<file path="src/hdl/escs_pkg.sv">
// ----------------------------------------------------------------------------
// escs_pkg
// Types and codes shared by the expiry sorted counted stack and its cells.
// ----------------------------------------------------------------------------
package escs_pkg;

  localparam int CW = 16;

  typedef enum logic [1:0] {
    KIND_PUSH    = 2'd0,
    KIND_CONSUME = 2'd1,
    KIND_INSERT  = 2'd2,
    KIND_DRAIN   = 2'd3
  } kind_t;

  typedef enum logic [1:0] {
    STAT_OK     = 2'd0,
    STAT_FULL   = 2'd1,
    STAT_RANOUT = 2'd2,
    STAT_SAT    = 2'd3
  } status_t;

  typedef enum logic [2:0] {
    OP_IDLE,
    OP_CMP,
    OP_PUSH,
    OP_POP,
    OP_TRIM,
    OP_INSERT
  } cell_op_t;

  typedef enum logic [2:0] {
    S_IDLE,
    S_PUSH,
    S_CMP,
    S_SCAN,
    S_INS,
    S_CONS,
    S_DRAIN
  } state_t;

  typedef struct packed {
    cell_op_t        op;
    logic [CW-1:0]   cnt;
    logic [CW-1:0]   key;
    logic            merge;
  } cell_cmd_t;

  // ripple flags handed from the top cell toward the bottom
  typedef struct packed {
    logic p;
    logic found;
    logic sat;
  } chain_t;

endpackage

</file>
<file path="src/hdl/expiry_sorted_counted_stack.sv">
// ----------------------------------------------------------------------------
// expiry_sorted_counted_stack
// Bounded stack of (count, date) entries kept in a row of cells, top first.
//
// An item (kind, quantity, date) is taken on a rising edge with start high
// and busy low. Each result beat sits on count, entry_date, last, empty_res
// and status for one cycle with strobe high; the receiver cannot stall, so
// results are never held back. The result of an item appears the cycle after
// its work ends, while the block may already take the next item.
// Work per item, from accept to result beat:
//   push    shift the row down and write the top cell (no write when full)
//   insert  compare in every cell, ripple search, write
//   consume pop or trim the top entry until the quantity is met or the
//           stack runs out
//   drain   one beat per entry (one beat when empty), one beat per cycle
// Consume and drain walk the top cell, one entry per cycle; the rest of the
// row shifts along with it.
// Reset empties the stack; entry contents are not cleared and are only
// read below the occupancy.
// ----------------------------------------------------------------------------
module expiry_sorted_counted_stack
  import escs_pkg::*;
#(
  parameter int DEPTH = 16,
  localparam int OW   = $clog2(DEPTH + 1)
) (
  input  logic          clk,
  input  logic          rst,
  input  logic          start,
  output logic          busy,
  input  logic [1:0]    kind,
  input  logic [CW-1:0] quantity,
  input  logic [CW-1:0] date,
  output logic          strobe,
  output logic [CW-1:0] count,
  output logic [CW-1:0] entry_date,
  output logic          last,
  output logic          empty_res,
  output logic [1:0]    status
);

  state_t        state;
  state_t        state_next;
  logic [CW-1:0] rem;
  logic [CW-1:0] date_r;
  logic [OW-1:0] occ;
  logic [OW-1:0] occ_next;
  logic          found;
  logic          sat;
  logic          none;

  cell_cmd_t     cmd;
  logic          occ_inc;
  logic          occ_dec;
  logic          rem_sub;
  logic          fin;
  logic          emit;
  logic [CW-1:0] e_count;
  logic [CW-1:0] e_date;
  logic          e_last;
  logic          e_empty;
  status_t       e_status;
  logic [CW-1:0] need;

  logic [CW-1:0] cnt_w [DEPTH];
  logic [CW-1:0] key_w [DEPTH];
  chain_t        chain_w [DEPTH+1];

  status_t       status_r;

  assign busy     = state != S_IDLE;
  assign status   = status_r;
  assign need     = (cnt_w[0] > CW'(1)) ? cnt_w[0] : CW'(1);
  assign occ_next = occ + OW'(occ_inc) - OW'(occ_dec);

  assign chain_w[0] = '{p: 1'b1, found: 1'b0, sat: 1'b0};

  for (genvar k = 0; k < DEPTH; k++) begin : g_cell
    logic [CW-1:0] pc;
    logic [CW-1:0] pk;
    logic [CW-1:0] nc;
    logic [CW-1:0] nk;
    if (k == 0) begin : g_top
      assign pc = rem;
      assign pk = date_r;
    end else begin : g_mid
      assign pc = cnt_w[k-1];
      assign pk = key_w[k-1];
    end
    if (k == DEPTH - 1) begin : g_bot
      assign nc = cnt_w[k];
      assign nk = key_w[k];
    end else begin : g_up
      assign nc = cnt_w[k+1];
      assign nk = key_w[k+1];
    end
    escs_cell #(.DEPTH(DEPTH), .IDX(k)) u_cell (
      .clk        (clk),
      .rst        (rst),
      .cmd        (cmd),
      .occ        (occ),
      .prev_count (pc),
      .prev_key   (pk),
      .next_count (nc),
      .next_key   (nk),
      .chain_in   (chain_w[k]),
      .chain_out  (chain_w[k+1]),
      .count_q    (cnt_w[k]),
      .key_q      (key_w[k])
    );
  end

  // next state
  always_comb begin
    state_next = state;
    case (state)
      S_IDLE: begin
        if (start) begin
          case (kind_t'(kind))
            KIND_PUSH:    state_next = S_PUSH;
            KIND_CONSUME: state_next = S_CONS;
            KIND_INSERT:  state_next = S_CMP;
            KIND_DRAIN:   state_next = S_DRAIN;
            default:      state_next = S_IDLE;
          endcase
        end
      end
      S_CMP:   state_next = S_SCAN;
      S_SCAN:  state_next = S_INS;
      S_INS:   state_next = S_IDLE;
      S_PUSH:  state_next = S_IDLE;
      S_CONS:  state_next = fin ? S_IDLE : S_CONS;
      S_DRAIN: state_next = fin ? S_IDLE : S_DRAIN;
      default: state_next = S_IDLE;
    endcase
  end

  // outputs
  always_comb begin
    cmd       = '{op: OP_IDLE, cnt: rem, key: date_r, merge: 1'b0};
    occ_inc   = 1'b0;
    occ_dec   = 1'b0;
    rem_sub   = 1'b0;
    fin       = 1'b0;
    e_count   = '0;
    e_date    = '0;
    e_last    = 1'b1;
    e_status  = STAT_OK;
    case (state)
      S_PUSH: begin
        fin = 1'b1;
        if (occ == OW'(DEPTH)) begin
          e_status = STAT_FULL;
        end else begin
          cmd.op  = OP_PUSH;
          occ_inc = 1'b1;
        end
      end
      S_CMP: begin
        cmd.op = OP_CMP;
      end
      S_INS: begin
        fin = 1'b1;
        if (found) begin
          cmd.op    = OP_INSERT;
          cmd.merge = 1'b1;
          e_status  = sat ? STAT_SAT : STAT_OK;
        end else if (none || occ == OW'(DEPTH)) begin
          e_status = STAT_FULL;
        end else begin
          cmd.op  = OP_INSERT;
          occ_inc = 1'b1;
        end
      end
      S_CONS: begin
        if (rem == '0) begin
          fin = 1'b1;
        end else if (occ == '0) begin
          fin      = 1'b1;
          e_status = STAT_RANOUT;
        end else if (rem >= need) begin
          cmd.op  = OP_POP;
          occ_dec = 1'b1;
          rem_sub = 1'b1;
        end else begin
          cmd.op  = OP_TRIM;
          cmd.cnt = cnt_w[0] - rem;
          fin     = 1'b1;
        end
      end
      S_DRAIN: begin
        if (occ == '0) begin
          fin = 1'b1;
        end else begin
          cmd.op  = OP_POP;
          occ_dec = 1'b1;
          e_count = cnt_w[0];
          e_date  = key_w[0];
          e_last  = occ == OW'(1);
          fin     = occ == OW'(1);
        end
      end
      default: begin
      end
    endcase
    emit    = fin || (state == S_DRAIN);
    e_empty = (state == S_DRAIN) ? (occ == '0) : (occ_next == '0);
  end

  always_ff @(posedge clk) begin
    if (rst) begin
      state  <= S_IDLE;
      occ    <= '0;
      strobe <= 1'b0;
      found  <= 1'b0;
      sat    <= 1'b0;
      none   <= 1'b0;
    end else begin
      state  <= state_next;
      occ    <= occ_next;
      strobe <= emit;
      if (state == S_SCAN) begin
        found <= chain_w[DEPTH].found;
        sat   <= chain_w[DEPTH].sat;
        none  <= chain_w[DEPTH].p;
      end
    end
  end

  always_ff @(posedge clk) begin
    if (state == S_IDLE && start) begin
      rem    <= quantity;
      date_r <= date;
    end else if (rem_sub) begin
      rem <= rem - need;
    end
    if (emit) begin
      count      <= e_count;
      entry_date <= e_date;
      last       <= e_last;
      empty_res  <= e_empty;
      status_r   <= e_status;
    end
  end

endmodule

</file>
<file path="src/hdl/escs_cell.sv">
// ----------------------------------------------------------------------------
// escs_cell
// One stack slot: holds a (count, date) entry at a fixed depth from the top,
// shifts with its neighbors on push and pop, and takes part in the insert
// search through a ripple of flags.
// ----------------------------------------------------------------------------
module escs_cell
  import escs_pkg::*;
#(
  parameter int DEPTH = 16,
  parameter int IDX   = 0,
  localparam int OW   = $clog2(DEPTH + 1)
) (
  input  logic          clk,
  input  logic          rst,
  input  cell_cmd_t     cmd,
  input  logic [OW-1:0] occ,
  input  logic [CW-1:0] prev_count,
  input  logic [CW-1:0] prev_key,
  input  logic [CW-1:0] next_count,
  input  logic [CW-1:0] next_key,
  input  chain_t        chain_in,
  output chain_t        chain_out,
  output logic [CW-1:0] count_q,
  output logic [CW-1:0] key_q
);

  logic [CW-1:0] cnt;
  logic [CW-1:0] key;
  logic          stop;
  logic          eq;
  logic          ovf;
  logic          pr;
  logic          mt;
  logic          valid;
  logic [CW:0]   sum;
  logic          hit;

  assign valid   = OW'(IDX) < occ;
  assign sum     = {1'b0, cnt} + {1'b0, cmd.cnt};
  assign hit     = chain_in.p & stop & eq;
  assign count_q = cnt;
  assign key_q   = key;

  assign chain_out.p     = chain_in.p & ~stop;
  assign chain_out.found = chain_in.found | hit;
  assign chain_out.sat   = chain_in.sat | (hit & ovf);

  always_ff @(posedge clk) begin
    if (rst) begin
      stop <= 1'b0;
      eq   <= 1'b0;
      ovf  <= 1'b0;
      pr   <= 1'b0;
      mt   <= 1'b0;
    end else begin
      pr <= chain_in.p;
      mt <= chain_in.p & stop;
      if (cmd.op == OP_CMP) begin
        stop <= ~valid | (key >= cmd.key);
        eq   <= valid & (key == cmd.key);
        ovf  <= sum[CW];
      end
    end
  end

  always_ff @(posedge clk) begin
    case (cmd.op)
      OP_PUSH: begin
        cnt <= prev_count;
        key <= prev_key;
      end
      OP_POP: begin
        cnt <= next_count;
        key <= next_key;
      end
      OP_TRIM: begin
        if (IDX == 0) begin
          cnt <= cmd.cnt;
        end
      end
      OP_INSERT: begin
        if (mt) begin
          if (cmd.merge) begin
            cnt <= ovf ? {CW{1'b1}} : sum[CW-1:0];
          end else begin
            cnt <= cmd.cnt;
            key <= cmd.key;
          end
        end else if (!pr && !cmd.merge) begin
          cnt <= prev_count;
          key <= prev_key;
        end
      end
      default: begin
      end
    endcase
  end

endmodule

</file>
<file path="config.mk">
export PLATFORM = sky130hd
export DESIGN_NAME = expiry_sorted_counted_stack
export DESIGN_NICKNAME = d
export VERILOG_FILES = /design/src/hdl/escs_pkg.sv /design/src/hdl/expiry_sorted_counted_stack.sv /design/src/hdl/escs_cell.sv
export SDC_FILE = /design/constraint.sdc
export NUM_CORES = 2
export LEC_CHECK = 0
export BUFFER_PORTS_ARGS = -buffer_cell sky130_fd_sc_hd__buf_4
export CAP_MARGIN = 20
export CORE_ASPECT_RATIO = 0.7
export CORE_UTILIZATION = 30
export DETAILED_ROUTE_END_ITERATION = 7
export PLACE_DENSITY = 0.44
export SYNTH_ARGS = -nofsm -noshare
export SYNTH_HDL_FRONTEND = slang
export SYNTH_SLANG_ARGS = --single-unit
export TNS_END_PERCENT = 100
</file>
<file path="constraint.sdc">
create_clock -name clk -period 7.6 [get_ports clk]
set_clock_uncertainty 0.1 [all_clocks]
set_input_delay 0.38 -clock clk [delete_from_list [all_inputs] [get_ports clk]]
set_output_delay 0.38 -clock clk [all_outputs]
set_load 0.02 [all_outputs]
</file>
## Yosys cells after proc, flatten, opt, wreduce, memory -nomap -nowiden

Cells that the tools add are included.

- Bitwise logic cells: 157
- Reductions and logical operators: 80
- Magnitude comparators: 34
- Equal/unequal tests: 65
- Multiplexer cells: 173
- Add/sub/neg operators: 20

Operators by type and width:

| operator | count |
|---|---|
| $mux W16 | 102 |
| $pmux W16 S3 | 29 |
| $add A16 B16 Y17 | 16 |
| $ge A16 B16 Y1 | 17 |
| $eq A16 B16 Y1 | 16 |
| $and A1 B1 Y1 | 78 |
| $pmux W16 S2 | 2 |
| $pmux W16 S4 | 1 |
| $ne A3 B1 Y1 const B | 16 |
| $ne A3 B3 Y1 const B | 16 |
| $reduce_and A3 Y1 | 16 |
| $or A1 B1 Y1 | 46 |
| $lt A4 B5 Y1 const A | 8 |
| $mux W19 | 2 |
| $not A1 Y1 | 33 |
| $reduce_and A2 Y1 | 16 |
| $sub A16 B16 Y16 | 2 |
| $pmux W3 S5 | 2 |
| $lt A3 B5 Y1 const A | 4 |
| $mux W1 | 18 |
| $mux W3 | 6 |
| $logic_and A1 B1 Y1 | 17 |
| $logic_not A1 Y1 | 17 |
| $gt A16 B1 Y1 const B | 1 |
| 26 further kinds | 48 |

- Output and inout bits: 38
- Logic and storage cells: 654
- Bits of input ports: 37
- Register bits after elaboration: 672

## Logic depth before layout (Yosys ltp)

- Depth in word-level cells: 19
- Mapped depth: 27

## Cells and area by module

A second synthesis with hierarchy kept.

- Cell total of the unflattened synthesis: 5,857
- Area total of the unflattened synthesis: 54,471.0 µm²

Modules (own cells, without submodules):

| module | sequential area each (µm²) | instances | cells an instance | area an instance (µm²) |
|---|---|---|---|---|
| expiry_sorted_counted_stack | 2,282.2 | 1 | 560 | 5,285.1 |
| escs_cell at g_cell[0].u_cell | 1,061.0 | 1 | 344 | 3,175.5 |
| escs_cell at g_cell[15].u_cell | 1,061.0 | 1 | 337 | 3,165.5 |
| escs_cell at g_cell[13].u_cell | 1,061.0 | 1 | 342 | 3,150.5 |
| escs_cell at g_cell[8].u_cell | 1,061.0 | 1 | 344 | 3,144.3 |
| escs_cell at g_cell[10].u_cell | 1,061.0 | 1 | 342 | 3,116.7 |
| escs_cell at g_cell[11].u_cell | 1,061.0 | 1 | 329 | 3,090.5 |
| escs_cell at g_cell[3].u_cell | 1,061.0 | 1 | 336 | 3,081.7 |
| escs_cell at g_cell[1].u_cell | 1,061.0 | 1 | 324 | 3,045.4 |
| escs_cell at g_cell[5].u_cell | 1,061.0 | 1 | 333 | 3,042.9 |
| escs_cell at g_cell[6].u_cell | 1,061.0 | 1 | 319 | 3,035.4 |
| escs_cell at g_cell[9].u_cell | 1,061.0 | 1 | 323 | 3,032.9 |
| escs_cell at g_cell[12].u_cell | 1,061.0 | 1 | 324 | 3,030.4 |
| escs_cell at g_cell[7].u_cell | 1,061.0 | 1 | 330 | 3,025.4 |
| +3 rows | n/a | n/a | n/a | n/a |

## Worst setup path before layout

No wires, ideal clock.

- Path kind: register -> register
- From: register g_cell[0].u_cell.cnt[1]
- To: register g_cell[4].u_cell.cnt[14], data pin
- Arrival time: 5.268 ns
- Stages on the path, launching flop included: 25
- Setup slack: 1.961 ns
- Data required time: 7.230 ns
- Path through: edfxtp_1 -> nor4_1 -> a41o_1 -> ha_1 -> fa_1 -> nor2b_1 -> o21ai_1 -> a31oi_1 -> or3b_1 -> buf_6 -> or2_4 -> buf_6 -> buf_6 -> a21o_1 -> buf_2 -> ha_1 -> fa_1 -> a21oi_1 -> o22ai_1 -> o41ai_1 -> o21ai_0 -> o41ai_1 -> xnor2_1 -> o21ai_0 -> a21oi_1

- Word-level cells in the longest chain between the ends: 12
- Elaborated cells between the ends (all ways): 18
- Classes of those cells: 2 x add/sub; 2 x order compare; 3 x eq/ne; 11 x mux

Ends and longest elaborated chain:

| element | line | text |
|---|---|---|
| start: declaration | escs_cell.sv:28 | `logic [CW-1:0] cnt;` |
| start signal: assignment | escs_cell.sv:70 | `cnt <= prev_count;` |
| start signal: assignment | escs_cell.sv:74 | `cnt <= next_count;` |
| start signal: assignment | escs_cell.sv:79 | `cnt <= cmd.cnt;` |
| $gt A16 B1 Y1 | expiry_sorted_counted_stack.sv:73 | `assign need = (cnt_w[0] > CW'(1)) ? cnt_w[0] : CW'(1);` |
| $mux W16 | expiry_sorted_counted_stack.sv:73 |  |
| $ge A16 B16 Y1 | expiry_sorted_counted_stack.sv:181 | `end else if (rem >= need) begin` |
| $mux W16 | expiry_sorted_counted_stack.sv:181 |  |
| $mux W19 * | expiry_sorted_counted_stack.sv:178 | `end else if (occ == '0) begin` |
| $mux W19 * | expiry_sorted_counted_stack.sv:176 | `if (rem == '0) begin` |
| $mux W16 | expiry_sorted_counted_stack.sv:149 | `case (state)` |
| $add A16 B16 Y17 | escs_cell.sv:40 | `assign sum = {1'b0, cnt} + {1'b0, cmd.cnt};` |
| $mux W16 | escs_cell.sv:85 | `cnt <= ovf ? {CW{1'b1}} : sum[CW-1:0];` |
| $mux W16 | escs_cell.sv:84 | `if (cmd.merge) begin` |
| $mux W16 | escs_cell.sv:83 | `if (mt) begin` |
| $pmux W16 S3 * | escs_cell.sv:68 | `case (cmd.op)` |
| end signal: assignment | escs_cell.sv:70 |  |
| end signal: assignment | escs_cell.sv:85 |  |
| end signal: assignment | escs_cell.sv:87 | `cnt <= cmd.cnt;` |
| end: declaration | escs_cell.sv:28 |  |

Mark *: on every way between the ends. The rest lies on a longest branch, timed or not.
A chain may end at the register's enable or synchronous reset.

## Final worst setup path

- From: register g_cell[0].u_cell.cnt[15]
- To: register g_cell[9].u_cell.cnt[13], data pin

- Word-level cells in the longest chain between the ends: 12
- Elaborated cells between the ends (all ways): 17
- Classes of those cells: 1 x add/sub; 2 x order compare; 3 x eq/ne; 11 x mux

Ends and longest elaborated chain:

| element | line |
|---|---|
| $gt A16 B1 Y1 | expiry_sorted_counted_stack.sv:73 |
| $mux W16 * | expiry_sorted_counted_stack.sv:73 |
| $ge A16 B16 Y1 * | expiry_sorted_counted_stack.sv:181 |
| $mux W16 | expiry_sorted_counted_stack.sv:181 |
| $mux W19 * | expiry_sorted_counted_stack.sv:178 |
| $mux W19 * | expiry_sorted_counted_stack.sv:176 |
| $mux W16 | expiry_sorted_counted_stack.sv:149 |
| $add A16 B16 Y17 | escs_cell.sv:40 |
| $mux W16 | escs_cell.sv:85 |
| $mux W16 | escs_cell.sv:84 |
| $mux W16 | escs_cell.sv:83 |
| $pmux W16 S3 * | escs_cell.sv:68 |
| end signal: assignment | escs_cell.sv:70 |
| end signal: assignment | escs_cell.sv:85 |
| end signal: assignment | escs_cell.sv:87 |
| end: declaration | escs_cell.sv:28 |

Marks and branches as above.

==> results.yml <==
cells_and_area:
  syn_to_final_growth_pct: 12.61
  nFillCells: 16890
  multi_input_area_um2: 28720
  antenna_cells: 0
  utilization_pct: 34.21
  seqCellArea_um2: 19260
  drive_gt1_share_pct: 8.130
  nets: 5958
  finalNonFillerCells: 7617
sta:
  period_share_pct: 88.06
  setup_viol: 0
  hold_violations: 0
  rsz0062_at_grt: "false"
  finalMaxSlewViolations: 0
  final.min_clock_period_ns: 6.692
  tns_ns: 0
  slew-limit-headroom_pct: 23.00
  tightest_slew_ns: 1.155
  post-route-worst-setup-slack_ns: 0.9077
  max_clock_freq_mhz: 149.4
clocking:
  worstSkewPairLatency_ns: 0.72
  numCtsBuffers: 83
  cts_tree: "done"
  htreeDepth: 3
  cts_setup_buffers: 0
  clkTransAtPathRegs_ns: 0.06
  ctsRootBufferMaster: "clkbuf_16"
  clk_path_buf_depth: 3
  numClockSinks: 672
synth:
  syn_nets: 5900
  synth_top_family_by_area: "compound AO/OA/AOI/OAI gates"
  synth_seq_area_share_pct: 38.62
  synthDistinctLibCells: 87
  synth_compound_area_share_pct: 24.54
  synthCells: 5287
  synth-edff-count: 580
  synth-simple-area-share_pct: 13.91
  synthFlopType: "edfxtp_1"
  synthAdderAreaFrac_pct: 14.74
  ys_ff_latch: 672
  syn-cell-area_um2: 49860
  syn_area_per_cell_um2: 9.431
  ys_warn_count: 0
  async_flop_share_pct: 0
  synth_mux_area_share_pct: 0.2384
  yosys.area_share.xor_xnor_pct: 3.970
grt:
  grt_pass1_vias: 41340
  grt_pass1_wl_mm: 285.0
  grt_max_degree: 109
  antenna_found_initial: 5
  overflow: 0
  grt_usage_pct: 22.77
worst_setup_path:
  worstSetupEndpointType: "register"
  arrival_ns: 7.06
  r2r_cells: 23
  worst-setup-path-type: "register to register"
  start_kind: "register"
  required_ns: 7.96
  critPathMaxFanout: 11
routing:
  wire_per_inst_um: 25.55
  final_antenna_net_count: 0
  drcViolationCount: 0
  viasPerCell: 5.729
  vias: 43640
  drt_iter0_markers: 4604
  dr.pass1.iters: 7
  wirelength_mm: 194.6
floorplanning:
  ios: 75
  die_x_um: 489.3
  initial_core_util_pct: 30.38
  rows: 124
  die_h_um: 343.1
  dieArea_um2: 167900
  core_um2: 164100
power_and_ir_drop:
  power_leakage_nw: 22.11
  powerDensity_nw_per_um2: 330.0
  p_total_mw: 18.53
  peakVddDrop_mv: 0.1771
min_path:
  hp-class: "primary input to register"
  hold_depth: 6
place:
  gp_congestion: 0.8854
  port_buffers: 74
  pre_cts_ws_ns: 1.036
  dp.cells: 7428
  dp_hpwl_mm: 150.6
job:
  drv_cap: 0
outcome:
  status: "finished clean"
-- synthesized netlist by cell type, types with 65 or more instances --
cell type,number,area share (%)
a21o_1,106,1.6
xor2_1,72,1.3
xnor2_1,154,2.7
nor2b_1,88,1.1
and2_1,65,0.82
dfxtp_1,92,3.7
a22oi_1,231,3.5
a21oi_1,328,3.3
ha_1,557,14
nand2_1,592,4.5
clkbuf_1,198,1.5
inv_1,228,1.7
a211oi_1,66,0.99
o21a_1,98,1.5
nor3_1,88,0.88
nor2_1,327,2.5
o22ai_1,123,1.5
o21ai_0,411,4.1
edfxtp_1,580,35
nand3_1,74,0.74
-- final timing paths --
kind,startpoint,endpoint,slack (ns)
worst min-delay path,start,state[1]$_SDFFE_PP0P_,0.14
worst min register to register,g_cell[3].u_cell.eq$_SDFFE_PP0N_,g_cell[3].u_cell.eq$_SDFFE_PP0N_,0.36
worst max-delay path,g_cell[0].u_cell.count_q[15]$_DFFE_PP_,g_cell[9].u_cell.count_q[13]$_DFFE_PP_,0.91
worst max register to register,g_cell[0].u_cell.count_q[15]$_DFFE_PP_,g_cell[9].u_cell.count_q[13]$_DFFE_PP_,0.91
-- worst max-delay path: stages, from the launching register on --
cell and delay (ns):
edfxtp_1 0.52, nor4_1 0.40, buf_4 0.19, a41o_1 0.18, ha_1 0.20, fa_1 0.21, nor2b_1 0.06, o21ai_1 0.19
a31oi_1 0.13, or3b_1 0.41, buf_4 0.22, nor3_1 0.23, a21o_1 0.76, buf_4 0.32, ha_1 0.21, nand3_1 0.10
o211ai_1 0.25, o21ai_0 0.29, o311ai_0 0.57, a21oi_1 0.15, o21bai_1 0.24, xnor2_1 0.15, a211oi_1 0.08, a221o_1 0.27
-- state kept, by name (all words and copies together), names as in the netlist, 2 cells and up --
| register | cells |
|---|---|
| occ | 5 |
| g_cell.u_cell.pr | 16 |
| g_cell.u_cell.count_q | 256 |
| g_cell.u_cell.mt | 16 |
| g_cell.u_cell.key_q | 256 |
| g_cell.u_cell.ovf | 16 |
| g_cell.u_cell.stop | 16 |
| state | 3 |
| g_cell.u_cell.eq | 16 |
| count | 16 |
| status | 2 |
| g_cell.pc | 16 |
| entry_date | 16 |
| date_r | 16 |
-- area by class of cell --
type	count	area share, %
clock buffers	115	4.136
clock inverters	37	0.5103
inverters	229	1.544
multi-input cells	4119	51.14
flip-flops and latches	672	34.30
well taps	2205	4.913
repair buffers	240	3.456
-- cell families after synthesis --
kind of cell	count (synthesis)
fa+ha+maj	576
buf+inv	496
xor+xnor	226
flops	672
simple gates	1492
compound gates	1814
mux	11
-- per-layer routing --
layer,track usage (%),vias up,wire length [µm]
met2,30.51,1626,74050
met5,0,-,0
met3,4.093,226,16000
li1,-,20280,-
met4,5.139,0,4000
met1,36.53,21510,100600
-- per-stage QoR --
stage | area, µm² | hold WS (ns)
after floorplan | 49860 | 0.3320
after global placement | 53130 | 0.3419
after detailed placement | 53170 | 0.3467
after CTS | 56130 | 0.08869
after global routing | 56150 | 0.1468
final | 56150 | 0.1404
-- cell usage in the layout, fill, tap and decap left out, drive strengths merged, types with 35 or more instances in the layout --
cell,count
a211oi,70
a21o,107
a21oi,330
a222oi,48
a22oi,231
and2,67
buf,204
clkbuf,116
dfxtp,92
dlygate4sd3,35
edfxtp,580
ha,557
inv,233
nand2,592
nand2b,58
nand3,74
nand4,59
nor2,334
nor2b,88
nor3,89
o211ai,49
o21a,99
o21ai,418
o21bai,36
o221a,52
o22ai,123
or3,39
xnor2,154
xor2,72
-- timing repair --
action	CTS	global route
resized for setup	0	0
endpoints found under the hold margin	43	0
hold buffers	35	0
-- report_power, final --
part | leakage [nW] | internal [mW] | switching, mW
clock network | 1.28 | 2.19 | 1.84
logic | 14.7 | 3.48 | 5.23
registers | 6.12 | 4.98 | 0.817
total | 22.1 | 10.6 | 7.88
Note: power is estimated with default switching activity, not from simulation.
